[src/hw/rtl/rspan_pkg.sv]
`timescale 1ns / 1ps

package rspan_pkg;

  localparam int MaxWidth  = 256;
  localparam int MaxHeight = 256;
  localparam int ColW      = $clog2(MaxWidth);
  localparam int RowW      = $clog2(MaxHeight);
  localparam int FracBits  = 4;

  localparam int PixW   = 8;
  localparam int OrigW  = 16;
  localparam int PosW   = 17;
  localparam int SpanWW = 9;
  localparam int CfgW   = 8;
  localparam int CfgIdxW = 1;

  localparam logic [CfgIdxW-1:0] CfgThreshold = 1'b0;
  localparam logic [CfgIdxW-1:0] CfgBaseAlpha = 1'b1;

  localparam logic [CfgW-1:0] ThresholdReset = 8'd48;
  localparam logic [CfgW-1:0] BaseAlphaReset = 8'd255;

  typedef struct packed {
    logic [PixW-1:0]         alpha;
    logic                    row_end;
    logic                    glyph_end;
    logic signed [OrigW-1:0] origin_x;
    logic signed [OrigW-1:0] origin_y;
  } pixel_t;

  typedef struct packed {
    logic signed [PosW-1:0] x;
    logic signed [PosW-1:0] y;
    logic [SpanWW-1:0]      width;
    logic [PixW-1:0]        peak;
  } span_t;

endpackage

[src/hw/rtl/alpha_row_span_extractor.sv]
`timescale 1ns / 1ps
// channel   | handshake               | payload
// pixel in  | in_valid_i / in_ready_o | pixel_alpha_i row_end_i glyph_end_i origin_x_i origin_y_i
// span out  | out_valid_o/out_ready_i | span_x_o span_y_o span_width_o span_alpha_o
// config    | cfg_we_i (no wait)      | cfg_index_i cfg_data_i
//
// one pixel per cycle sustained while the span output is not stalled; a span is valid on the output
// after the request that closes its run has gone from the input register into the result register
// run tracking updates once per pixel as it leaves the input register
// reset: threshold 48, base alpha 255, column, row and run state cleared
// a stalled span holds in the result register; the input register then fills and
// in_ready_o drops until the span is taken

module alpha_row_span_extractor (
  input  logic                                 clk_i,
  input  logic                                 rst_ni,
  input  logic                                 in_valid_i,
  output logic                                 in_ready_o,
  input  logic [rspan_pkg::PixW-1:0]           pixel_alpha_i,
  input  logic                                 row_end_i,
  input  logic                                 glyph_end_i,
  input  logic signed [rspan_pkg::OrigW-1:0]   origin_x_i,
  input  logic signed [rspan_pkg::OrigW-1:0]   origin_y_i,
  output logic                                 out_valid_o,
  input  logic                                 out_ready_i,
  output logic signed [rspan_pkg::PosW-1:0]    span_x_o,
  output logic signed [rspan_pkg::PosW-1:0]    span_y_o,
  output logic [rspan_pkg::SpanWW-1:0]         span_width_o,
  output logic [rspan_pkg::PixW-1:0]           span_alpha_o,
  input  logic                                 cfg_we_i,
  input  logic [rspan_pkg::CfgIdxW-1:0]        cfg_index_i,
  input  logic [rspan_pkg::CfgW-1:0]           cfg_data_i
);
  import rspan_pkg::*;

  logic [CfgW-1:0] threshold_q, base_alpha_q;

  pixel_t pix_in, pix_s1;
  span_t  span;
  logic   s1_valid;
  logic   res_free;
  logic   advance;
  logic   emit;

  always_ff @(posedge clk_i or negedge rst_ni) begin
    if (!rst_ni) begin
      threshold_q  <= ThresholdReset;
      base_alpha_q <= BaseAlphaReset;
    end else if (cfg_we_i) begin
      unique case (cfg_index_i)
        CfgThreshold: threshold_q  <= cfg_data_i;
        CfgBaseAlpha: base_alpha_q <= cfg_data_i;
        default: ;
      endcase
    end
  end

  always_comb begin
    pix_in.alpha     = pixel_alpha_i;
    pix_in.row_end   = row_end_i;
    pix_in.glyph_end = glyph_end_i;
    pix_in.origin_x  = origin_x_i;
    pix_in.origin_y  = origin_y_i;
  end

  assign advance = s1_valid && res_free;

  rspan_in_stage u_in (
    .clk_i      (clk_i),
    .rst_ni     (rst_ni),
    .in_valid_i (in_valid_i),
    .in_ready_o (in_ready_o),
    .pix_i      (pix_in),
    .advance_i  (advance),
    .valid_o    (s1_valid),
    .pix_o      (pix_s1)
  );

  rspan_tracker u_track (
    .clk_i       (clk_i),
    .rst_ni      (rst_ni),
    .advance_i   (advance),
    .pix_i       (pix_s1),
    .threshold_i (threshold_q),
    .emit_o      (emit),
    .span_o      (span)
  );

  rspan_out_stage u_out (
    .clk_i        (clk_i),
    .rst_ni       (rst_ni),
    .load_i       (advance && emit),
    .span_i       (span),
    .base_alpha_i (base_alpha_q),
    .free_o       (res_free),
    .out_valid_o  (out_valid_o),
    .out_ready_i  (out_ready_i),
    .span_x_o     (span_x_o),
    .span_y_o     (span_y_o),
    .span_width_o (span_width_o),
    .span_alpha_o (span_alpha_o)
  );

  a_width_nonzero: assert property (@(posedge clk_i) disable iff (!rst_ni)
    out_valid_o |-> (span_width_o != '0))
    else $error("span with zero width");

  a_empty_takes: assert property (@(posedge clk_i) disable iff (!rst_ni)
    !s1_valid |-> in_ready_o)
    else $error("empty input register refuses a request");

  a_new_span_loaded: assert property (@(posedge clk_i) disable iff (!rst_ni)
    (advance && emit) |=> out_valid_o)
    else $error("span lost on its way to the result register");

endmodule

[src/hw/rtl/rspan_in_stage.sv]
`timescale 1ns / 1ps

module rspan_in_stage (
  input  logic              clk_i,
  input  logic              rst_ni,
  input  logic              in_valid_i,
  output logic              in_ready_o,
  input  rspan_pkg::pixel_t pix_i,
  input  logic              advance_i,
  output logic              valid_o,
  output rspan_pkg::pixel_t pix_o
);
  import rspan_pkg::*;

  logic   valid_q, valid_d;
  pixel_t pix_q;
  logic   accept;

  assign in_ready_o = !valid_q || advance_i;
  assign accept     = in_valid_i && in_ready_o;

  always_comb begin
    valid_d = valid_q;
    if (accept) begin
      valid_d = 1'b1;
    end else if (advance_i) begin
      valid_d = 1'b0;
    end
  end

  always_ff @(posedge clk_i or negedge rst_ni) begin
    if (!rst_ni) begin
      valid_q <= 1'b0;
    end else begin
      valid_q <= valid_d;
    end
  end

  // payload, no reset
  always_ff @(posedge clk_i) begin
    if (accept) begin
      pix_q <= pix_i;
    end
  end

  assign valid_o = valid_q;
  assign pix_o   = pix_q;

endmodule

[src/hw/rtl/rspan_tracker.sv]
`timescale 1ns / 1ps

module rspan_tracker (
  input  logic                       clk_i,
  input  logic                       rst_ni,
  input  logic                       advance_i,
  input  rspan_pkg::pixel_t          pix_i,
  input  logic [rspan_pkg::CfgW-1:0] threshold_i,
  output logic                       emit_o,
  output rspan_pkg::span_t           span_o
);
  import rspan_pkg::*;

  logic [ColW-1:0] column_q, column_d;
  logic [RowW-1:0] row_q, row_d;
  logic            open_q, open_d;
  logic [ColW-1:0] start_q, start_d;
  logic [PixW-1:0] peak_q, peak_d;

  logic            above;
  logic            line_end;
  logic [ColW-1:0] start_eff;
  logic [PixW-1:0] peak_eff;
  logic [PixW-1:0] peak_out;

  assign above    = pix_i.alpha > threshold_i;
  assign line_end = pix_i.row_end || pix_i.glyph_end ||
                    (column_q == ColW'(MaxWidth - 1));

  always_comb begin
    start_eff = open_q ? start_q : column_q;
    if (!open_q) begin
      peak_eff = pix_i.alpha;
    end else if (pix_i.alpha > peak_q) begin
      peak_eff = pix_i.alpha;
    end else begin
      peak_eff = peak_q;
    end
    peak_out = above ? peak_eff : peak_q;
  end

  assign emit_o = (above && line_end) || (open_q && !above);

  always_comb begin
    span_o.x = {pix_i.origin_x[OrigW-1], pix_i.origin_x} +
               PosW'({start_eff, {FracBits{1'b0}}});
    span_o.y = {pix_i.origin_y[OrigW-1], pix_i.origin_y} +
               PosW'({row_q, {FracBits{1'b0}}});
    span_o.width = SpanWW'({1'b0, column_q}) - SpanWW'({1'b0, start_eff}) +
                   SpanWW'(above);
    span_o.peak = peak_out;
  end

  always_comb begin
    column_d = column_q;
    row_d    = row_q;
    open_d   = open_q;
    start_d  = start_q;
    peak_d   = peak_q;
    if (advance_i) begin
      open_d = above;
      if (above) begin
        start_d = start_eff;
        peak_d  = peak_eff;
      end
      if (pix_i.glyph_end) begin
        column_d = '0;
        row_d    = '0;
        open_d   = 1'b0;
      end else if (line_end) begin
        column_d = '0;
        open_d   = 1'b0;
        row_d    = (row_q == RowW'(MaxHeight - 1)) ? '0 : row_q + 1'b1;
      end else begin
        column_d = column_q + 1'b1;
      end
    end
  end

  always_ff @(posedge clk_i or negedge rst_ni) begin
    if (!rst_ni) begin
      column_q <= '0;
      row_q    <= '0;
      open_q   <= 1'b0;
      start_q  <= '0;
      peak_q   <= '0;
    end else begin
      column_q <= column_d;
      row_q    <= row_d;
      open_q   <= open_d;
      start_q  <= start_d;
      peak_q   <= peak_d;
    end
  end

endmodule

[src/hw/rtl/rspan_out_stage.sv]
`timescale 1ns / 1ps

module rspan_out_stage (
  input  logic                         clk_i,
  input  logic                         rst_ni,
  input  logic                         load_i,
  input  rspan_pkg::span_t             span_i,
  input  logic [rspan_pkg::CfgW-1:0]   base_alpha_i,
  output logic                         free_o,
  output logic                         out_valid_o,
  input  logic                         out_ready_i,
  output logic signed [rspan_pkg::PosW-1:0] span_x_o,
  output logic signed [rspan_pkg::PosW-1:0] span_y_o,
  output logic [rspan_pkg::SpanWW-1:0] span_width_o,
  output logic [rspan_pkg::PixW-1:0]   span_alpha_o
);
  import rspan_pkg::*;

  logic                   valid_q;
  logic signed [PosW-1:0] x_q, y_q;
  logic [SpanWW-1:0]      width_q;
  logic [PixW-1:0]        alpha_q, alpha_d;
  logic [2*PixW-1:0]      prod;
  logic [2*PixW:0]        scaled;

  // divide by 255: (p + (p >> 8) + 1) >> 8, exact for p up to 255 * 255
  assign prod    = base_alpha_i * span_i.peak;
  assign scaled  = {1'b0, prod} + (2*PixW+1)'(prod[2*PixW-1:PixW]) + 1'b1;
  assign alpha_d = scaled[2*PixW-1:PixW];

  assign free_o = !valid_q || out_ready_i;

  always_ff @(posedge clk_i or negedge rst_ni) begin
    if (!rst_ni) begin
      valid_q <= 1'b0;
    end else if (free_o) begin
      valid_q <= load_i;
    end
  end

  always_ff @(posedge clk_i) begin
    if (free_o && load_i) begin
      x_q     <= span_i.x;
      y_q     <= span_i.y;
      width_q <= span_i.width;
      alpha_q <= alpha_d;
    end
  end

  assign out_valid_o  = valid_q;
  assign span_x_o     = x_q;
  assign span_y_o     = y_q;
  assign span_width_o = width_q;
  assign span_alpha_o = alpha_q;

endmodule
[config.mk]
export PLATFORM = sky130hd
export DESIGN_NAME = alpha_row_span_extractor
export DESIGN_NICKNAME = d
export VERILOG_FILES = /design/src/hw/rtl/rspan_pkg.sv /design/src/hw/rtl/alpha_row_span_extractor.sv /design/src/hw/rtl/rspan_in_stage.sv /design/src/hw/rtl/rspan_tracker.sv /design/src/hw/rtl/rspan_out_stage.sv
export SDC_FILE = /design/constraint.sdc
export NUM_CORES = 1
export LEC_CHECK = 0
export BUFFER_PORTS_ARGS = -buffer_cell sky130_fd_sc_hd__buf_2
export CORE_MARGIN = 2
export CORE_UTILIZATION = 42
export CTS_BUF_LIST = sky130_fd_sc_hd__clkbuf_8
export CTS_CLUSTER_DIAMETER = 150
export DETAILED_ROUTE_END_ITERATION = 16
export SLEW_MARGIN = 20
export SYNTH_ARGS = -nofsm -noshare
export SYNTH_HDL_FRONTEND = slang
export SYNTH_SLANG_ARGS = --single-unit
[constraint.sdc]
create_clock -name clk_i -period 9.3 [get_ports clk_i]
set_input_delay 0.93 -clock clk_i [delete_from_list [all_inputs] [get_ports clk_i]]
set_output_delay 0.93 -clock clk_i [all_outputs]
set_load 0.02 [all_outputs]
# Word-level counts from Yosys, hierarchy flattened
# Index checks and enable logic that the tools add are counted.
# word_totals
regBits	144
in_bits	56
# classes
n_addsub	8
multipliers	1
n_reduce_logical	20
muxes	13
n_lt_le_gt_ge	2
bitwise	1
eq_ne	2
# ops
op	n
8-bit 2-to-1 mux	9
16-bit by 13-bit adder with 17-bit output	2
16-bit by 1-bit adder with 16-bit output (second input constant)	1
16-bit by 8-bit adder with 16-bit output	1
8-bit by 1-bit adder with 8-bit output (second input constant)	2
8-bit equality test (second input constant)	2
8-bit greater-than comparator	2
8-bit by 8-bit multiplier with 16-bit output	1
9-bit by 1-bit adder with 9-bit output	1
8-bit by 8-bit subtractor with 9-bit output	1
2-bit AND reduction	4
1-bit logical AND	6
1-bit logical OR	5
1-bit 2-to-1 mux	4
2-bit nonzero test	2
1-bit zero test	3
1-bit NOT	1

# Depth between registers and ports, before layout
# depth
word_depth	7
depth_mapped	34

# Cells and area by module
# A second synthesis with hierarchy kept.
# unflattened
cells_unflattened	829
area_unflattened_um2	9532.9
# by_module_without_submodules
module	area_each_um2	cells_per_inst	seq_area_each_um2	instances
rspan_out_stage	4211.5	355	1556.5	1
rspan_tracker	3339.5	391	825.8	1
rspan_in_stage	1315.0	46	1286.2	1
alpha_row_span_extractor	666.9	37	412.9	1

# Least setup slack after synthesis
# OpenSTA, ideal clock, no wires.
# synth_path
kind	reg-to-reg
start	register threshold_q[5]
end	register u_out.alpha_q[4] (netlist: u_out.span_alpha_o[4]), data pin
setup_ns	0.280
slack_ns	1.693
arrival_ns	7.327
path_stages_with_launch	35
period_less_slack_ns	7.607
path_cell_list	dfstp_2 > inv_1 > ha_1 > a21oi_1 > o21a_1 > o22ai_2 > and3_1 > clkbuf_1 > buf_2 > nor2_1 > a21oi_2 > nor2b_1 > fa_1 > inv_1 > fa_1 > inv_1 > fa_1 > inv_1 > fa_1 > inv_1 > ha_1 > a21o_1 > a221oi_2 > o211ai_2 > nand3_1 > a21oi_1 > nor2_1 > xnor2_1 > ha_1 > nor2_1 > nor4_4 > nand2_1 > nor3_1 > a2111oi_1 > o311ai_1
# synth_between
elab_chain_cells	5
# synth_lines
element	line	rtl
start, declared	alpha_row_span_extractor.sv:36	logic [CfgW-1:0] threshold_q, base_alpha_q;
start signal, assigned	alpha_row_span_extractor.sv:47	threshold_q <= ThresholdReset;
start signal, assigned	alpha_row_span_extractor.sv:51	CfgThreshold: threshold_q <= cfg_data_i;
8-bit greater-than comparator	rspan_tracker.sv:26	assign above = pix_i.alpha > threshold_i;
8-bit 2-to-1 mux	rspan_tracker.sv:39	peak_out = above ? peak_eff : peak_q;
8-bit by 8-bit multiplier with 16-bit output	rspan_out_stage.sv:27	assign prod = base_alpha_i * span_i.peak;
16-bit by 8-bit adder with 16-bit output	rspan_out_stage.sv:28	assign scaled = {1'b0, prod} + (2*PixW+1)'(prod[2*PixW-1:PixW]) + 1'b1;
16-bit by 1-bit adder with 16-bit output	rspan_out_stage.sv:28	
named net u_out.scaled[12]	rspan_out_stage.sv:24	logic [2*PixW:0] scaled;
end signal, assigned	rspan_out_stage.sv:46	alpha_q <= alpha_d;
end, declared	rspan_out_stage.sv:22	logic [PixW-1:0] alpha_q, alpha_d;
# The timed path passes the listed nets, and every way through them passes these cells.
# A chain may end at the register's enable or synchronous reset.

# Worst setup path after layout
# Ends and elaborated chain as after synthesis.

==> flow_summary.json <==
{
  "status": "completed",
  "setup_tns_ns": 0,
  "clockBufferDepth": 2,
  "synth-seq-cells": 144,
  "grt_max_degree": 52,
  "finalClockSkew_ns": 0.01378,
  "synth_edf_count": 93,
  "synth_top_cell_area_share_pct": 29.45,
  "grt_pass1_wl_mm": 32.22,
  "tritoncts": "yes",
  "avgSynthCellArea_um2": 10.91,
  "r2r_setup_slack_ns": 0.93,
  "dpl.cell_count": 1250,
  "reg2reg_to": "u_out.span_alpha_o[4]",
  "cp_slowest_cell": "and3_1",
  "rsz0062_at_grt": "no",
  "die_h_um": 154.3,
  "grt_usage_pct": 16.93,
  "startpoint": "threshold_q[5]",
  "drv_slew": 0,
  "die_area_um2": 23790,
  "timing.final.crit_share_pct": 89.99,
  "num_rows": 54,
  "cts-resized-gates": 0,
  "htreeDepth": 4,
  "synth_area_leaders": "edfxtp_1 29%, ha_1 12%, dfrtp_1 11%, fa_1 8.2%, inv_1 4.1%",
  "drt-initial-drc-count": 343,
  "syn_to_final_growth_pct": 13.55,
  "remaining_drc_errors": 0,
  "yosysWarnings": 0,
  "clk_pin_slew_ns": 0.09,
  "hp-start": "u_in.pix_o[19]",
  "finalWirelength_mm": 19.03,
  "yosys.area.top_type": "edfxtp_1",
  "cp_data_required_time_ns": 9.48,
  "synthCells": 869,
  "met3_usage_pct": 2.858,
  "postRouteAntennaNets": 0,
  "antenna_found_initial": 0,
  "dr.pass1.iters": 4,
  "globalplace.congestion": 0.8535,
  "crit_path_start_kind": "flop",
  "grt.met2_usage_pct": 26.88,
  "vias_per_cell": 4.989,
  "slew_headroom_pct": 31.18,
  "synthArstFlopShare_pct": 35.42,
  "min_period_ns": 8.369,
  "diodes": 0,
  "synth_top_flop_cell": "edfxtp_1",
  "finalSetupViolCount": 0,
  "finalHoldViolCount": 0,
  "place_area_um2": 10370,
  "ys_types": 66,
  "io_buffers": 108,
  "nets": 1176,
  "syn-num-nets": 1056,
  "drt-wirelength-per-cell_um": 14.85,
  "dp_hpwl_mm": 14.57,
  "cts_hold_buf": 0,
  "yosysMostFrequentCell": "inv_1",
  "post_cts_buffers": 0,
  "vias": 6396,
  "groute.layer.met1.usage_pct": 24.18,
  "clk-insertion-delay-late_ns": 0.45,
  "finalInstanceArea_um2": 10770,
  "end_kind": "flop",
  "core_region_area_um2": 21960,
  "overflow": 0,
  "ys_seq_area_share_pct": 43.05,
  "netlist_area_um2": 9482,
  "root_buffer": "clkbuf_8",
  "worstMarginPinSlew_ns": 1.032,
  "cts_num_sinks": 144,
  "cp_max_fo": 15,
  "crit_end": "u_out.span_alpha_o[4]",
  "grt.busiest_layer": "met2",
  "ff2ff_path_depth": 31,
  "final_layout_size_suffix_gt1_share_pct": 19.06,
  "hold_class": "reg2reg",
  "pin_count": 109,
  "start_util_pct": 43.18,
  "arrival_ns": 8.55,
  "first_global_vias": 6419,
  "final_cells": 1282,
  "rr_startpoint": "threshold_q[5]",
  "die_w_um": 154.3,
  "maxCapViolCount": 0,
  "cts_buffers": 17,
  "path_class": "reg2reg",
  "cpPeakStageDelay_ns": 0.58,
  "max_freq_mhz": 119.5,
  "synth_commonest_cells": "104 x inv_1, 93 x edfxtp_1, 92 x ha_1"
}
## cell families (layout without fill, tap and decap cells)
group | count (synthesis) | after routing | synth area share (%)
buffers and inverters | 115 | 248 | 4.579
XOR/XNOR | 41 | 41 | 4.210
AO/OA/AOI/OAI | 163 | 163 | 11.22
flip-flops | 144 | 144 | 43.05
adder cells (fa/ha/maj) | 131 | 131 | 20.37
multiplexers | 20 | 20 | 2.243
AND/OR/NAND/NOR | 255 | 255 | 14.33
## state kept, by name, indices dropped and copies added, names as in the netlist
signal              count
u_track.peak_q          8
u_track.row_q           8
u_track.start_q         8
base_alpha_q            8
u_track.column_q        8
u_out.span_y_o         17
u_track.open_q          1
u_in.valid_o            1
u_out.span_width_o      9
threshold_q             8
u_out.span_alpha_o      8
u_out.span_x_o         17
u_in.pix_o             42
u_out.out_valid_o       1
## cells in the final DEF (no fill, tap or decap), types with 3 or more instances in the layout
cell type	n
inv_1	104
nor3_1	13
o311ai_1	3
nor2b_1	58
mux2_2	10
or3_1	3
and2_1	6
a211oi_1	5
nand3_1	12
nand4_1	7
o211ai_1	4
edfxtp_1	93
nand2b_1	24
buf_4	4
and3_1	10
xnor2_1	21
xor2_1	17
a21oi_2	3
o21ai_0	65
dfrtp_1	41
clkinv_4	3
inv_8	4
dfstp_2	10
a21boi_0	7
mux2i_1	10
o21bai_1	3
inv_6	4
buf_2	108
a21o_1	11
a21oi_1	37
o21a_1	3
nand2_1	68
ha_1	92
fa_1	39
clkbuf_8	17
nor2_1	38
## worst max-delay path, delay by kind of cell (launching register included)
| kind | cells | cell delay [ns] |
|---|---|---|
| DFF | 1 | 0.53 |
| buffers and inverters | 4 | 0.18 |
| xor gates and xnor gates | 1 | 0.18 |
| adders and majority gates | 7 | 2.97 |
| and+or+nand+nor | 9 | 1.75 |
| AOI/OAI and AO/OA | 10 | 2.44 |
## layout make-up
cell class              instances  area, µm²
inverters                     104      390.4
multi-input cells             610       4975
clock inverters                15      165.2
well taps                     280      350.3
flip-flops and latches        144       4081
fillers                      2039      11190
clock buffers                  17      234.0
repair buffers                112      570.5
## worst min-delay path by stage
stage	to	slack [ns]	cells after the start
3_3_place_gp	u_out.span_x_o[0]	0.40	0
2_1_floorplan	u_out.span_x_o[0]	0.40	0
4_1_cts	u_out.span_y_o[2]	0.43	0
6_report	u_out.span_x_o[3]	0.43	0
3_5_place_dp	u_out.span_y_o[0]	0.40	0
5_1_grt	u_out.span_x_o[0]	0.44	0
## metal layers
metal / up-vias / wire, µm / share of wire [%]
met3: 12 / 490 / 2.6
met4: 0 / 208 / 1.1
met2: 98 / 8707 / 46
met1: 3031 / 9628 / 51
li1: 3255 / - / -
met5: - / 0 / 0
## metrics by stage
stage	setup slack (ns)	hold WS (ns)	util, %
after detailed placement	0.8718	0.4045	47.21
final	0.9305	0.4260	49.03
after global routing	0.2382	0.4407	49.03
after CTS	0.8414	0.4291	49.03
after global placement	1.085	0.4006	47.21
after floorplan	1.693	0.4003	-
Power is left out: the tool's default activity adds up to more than one toggle a clock period on the data nets, which glitch-free logic cannot reach.
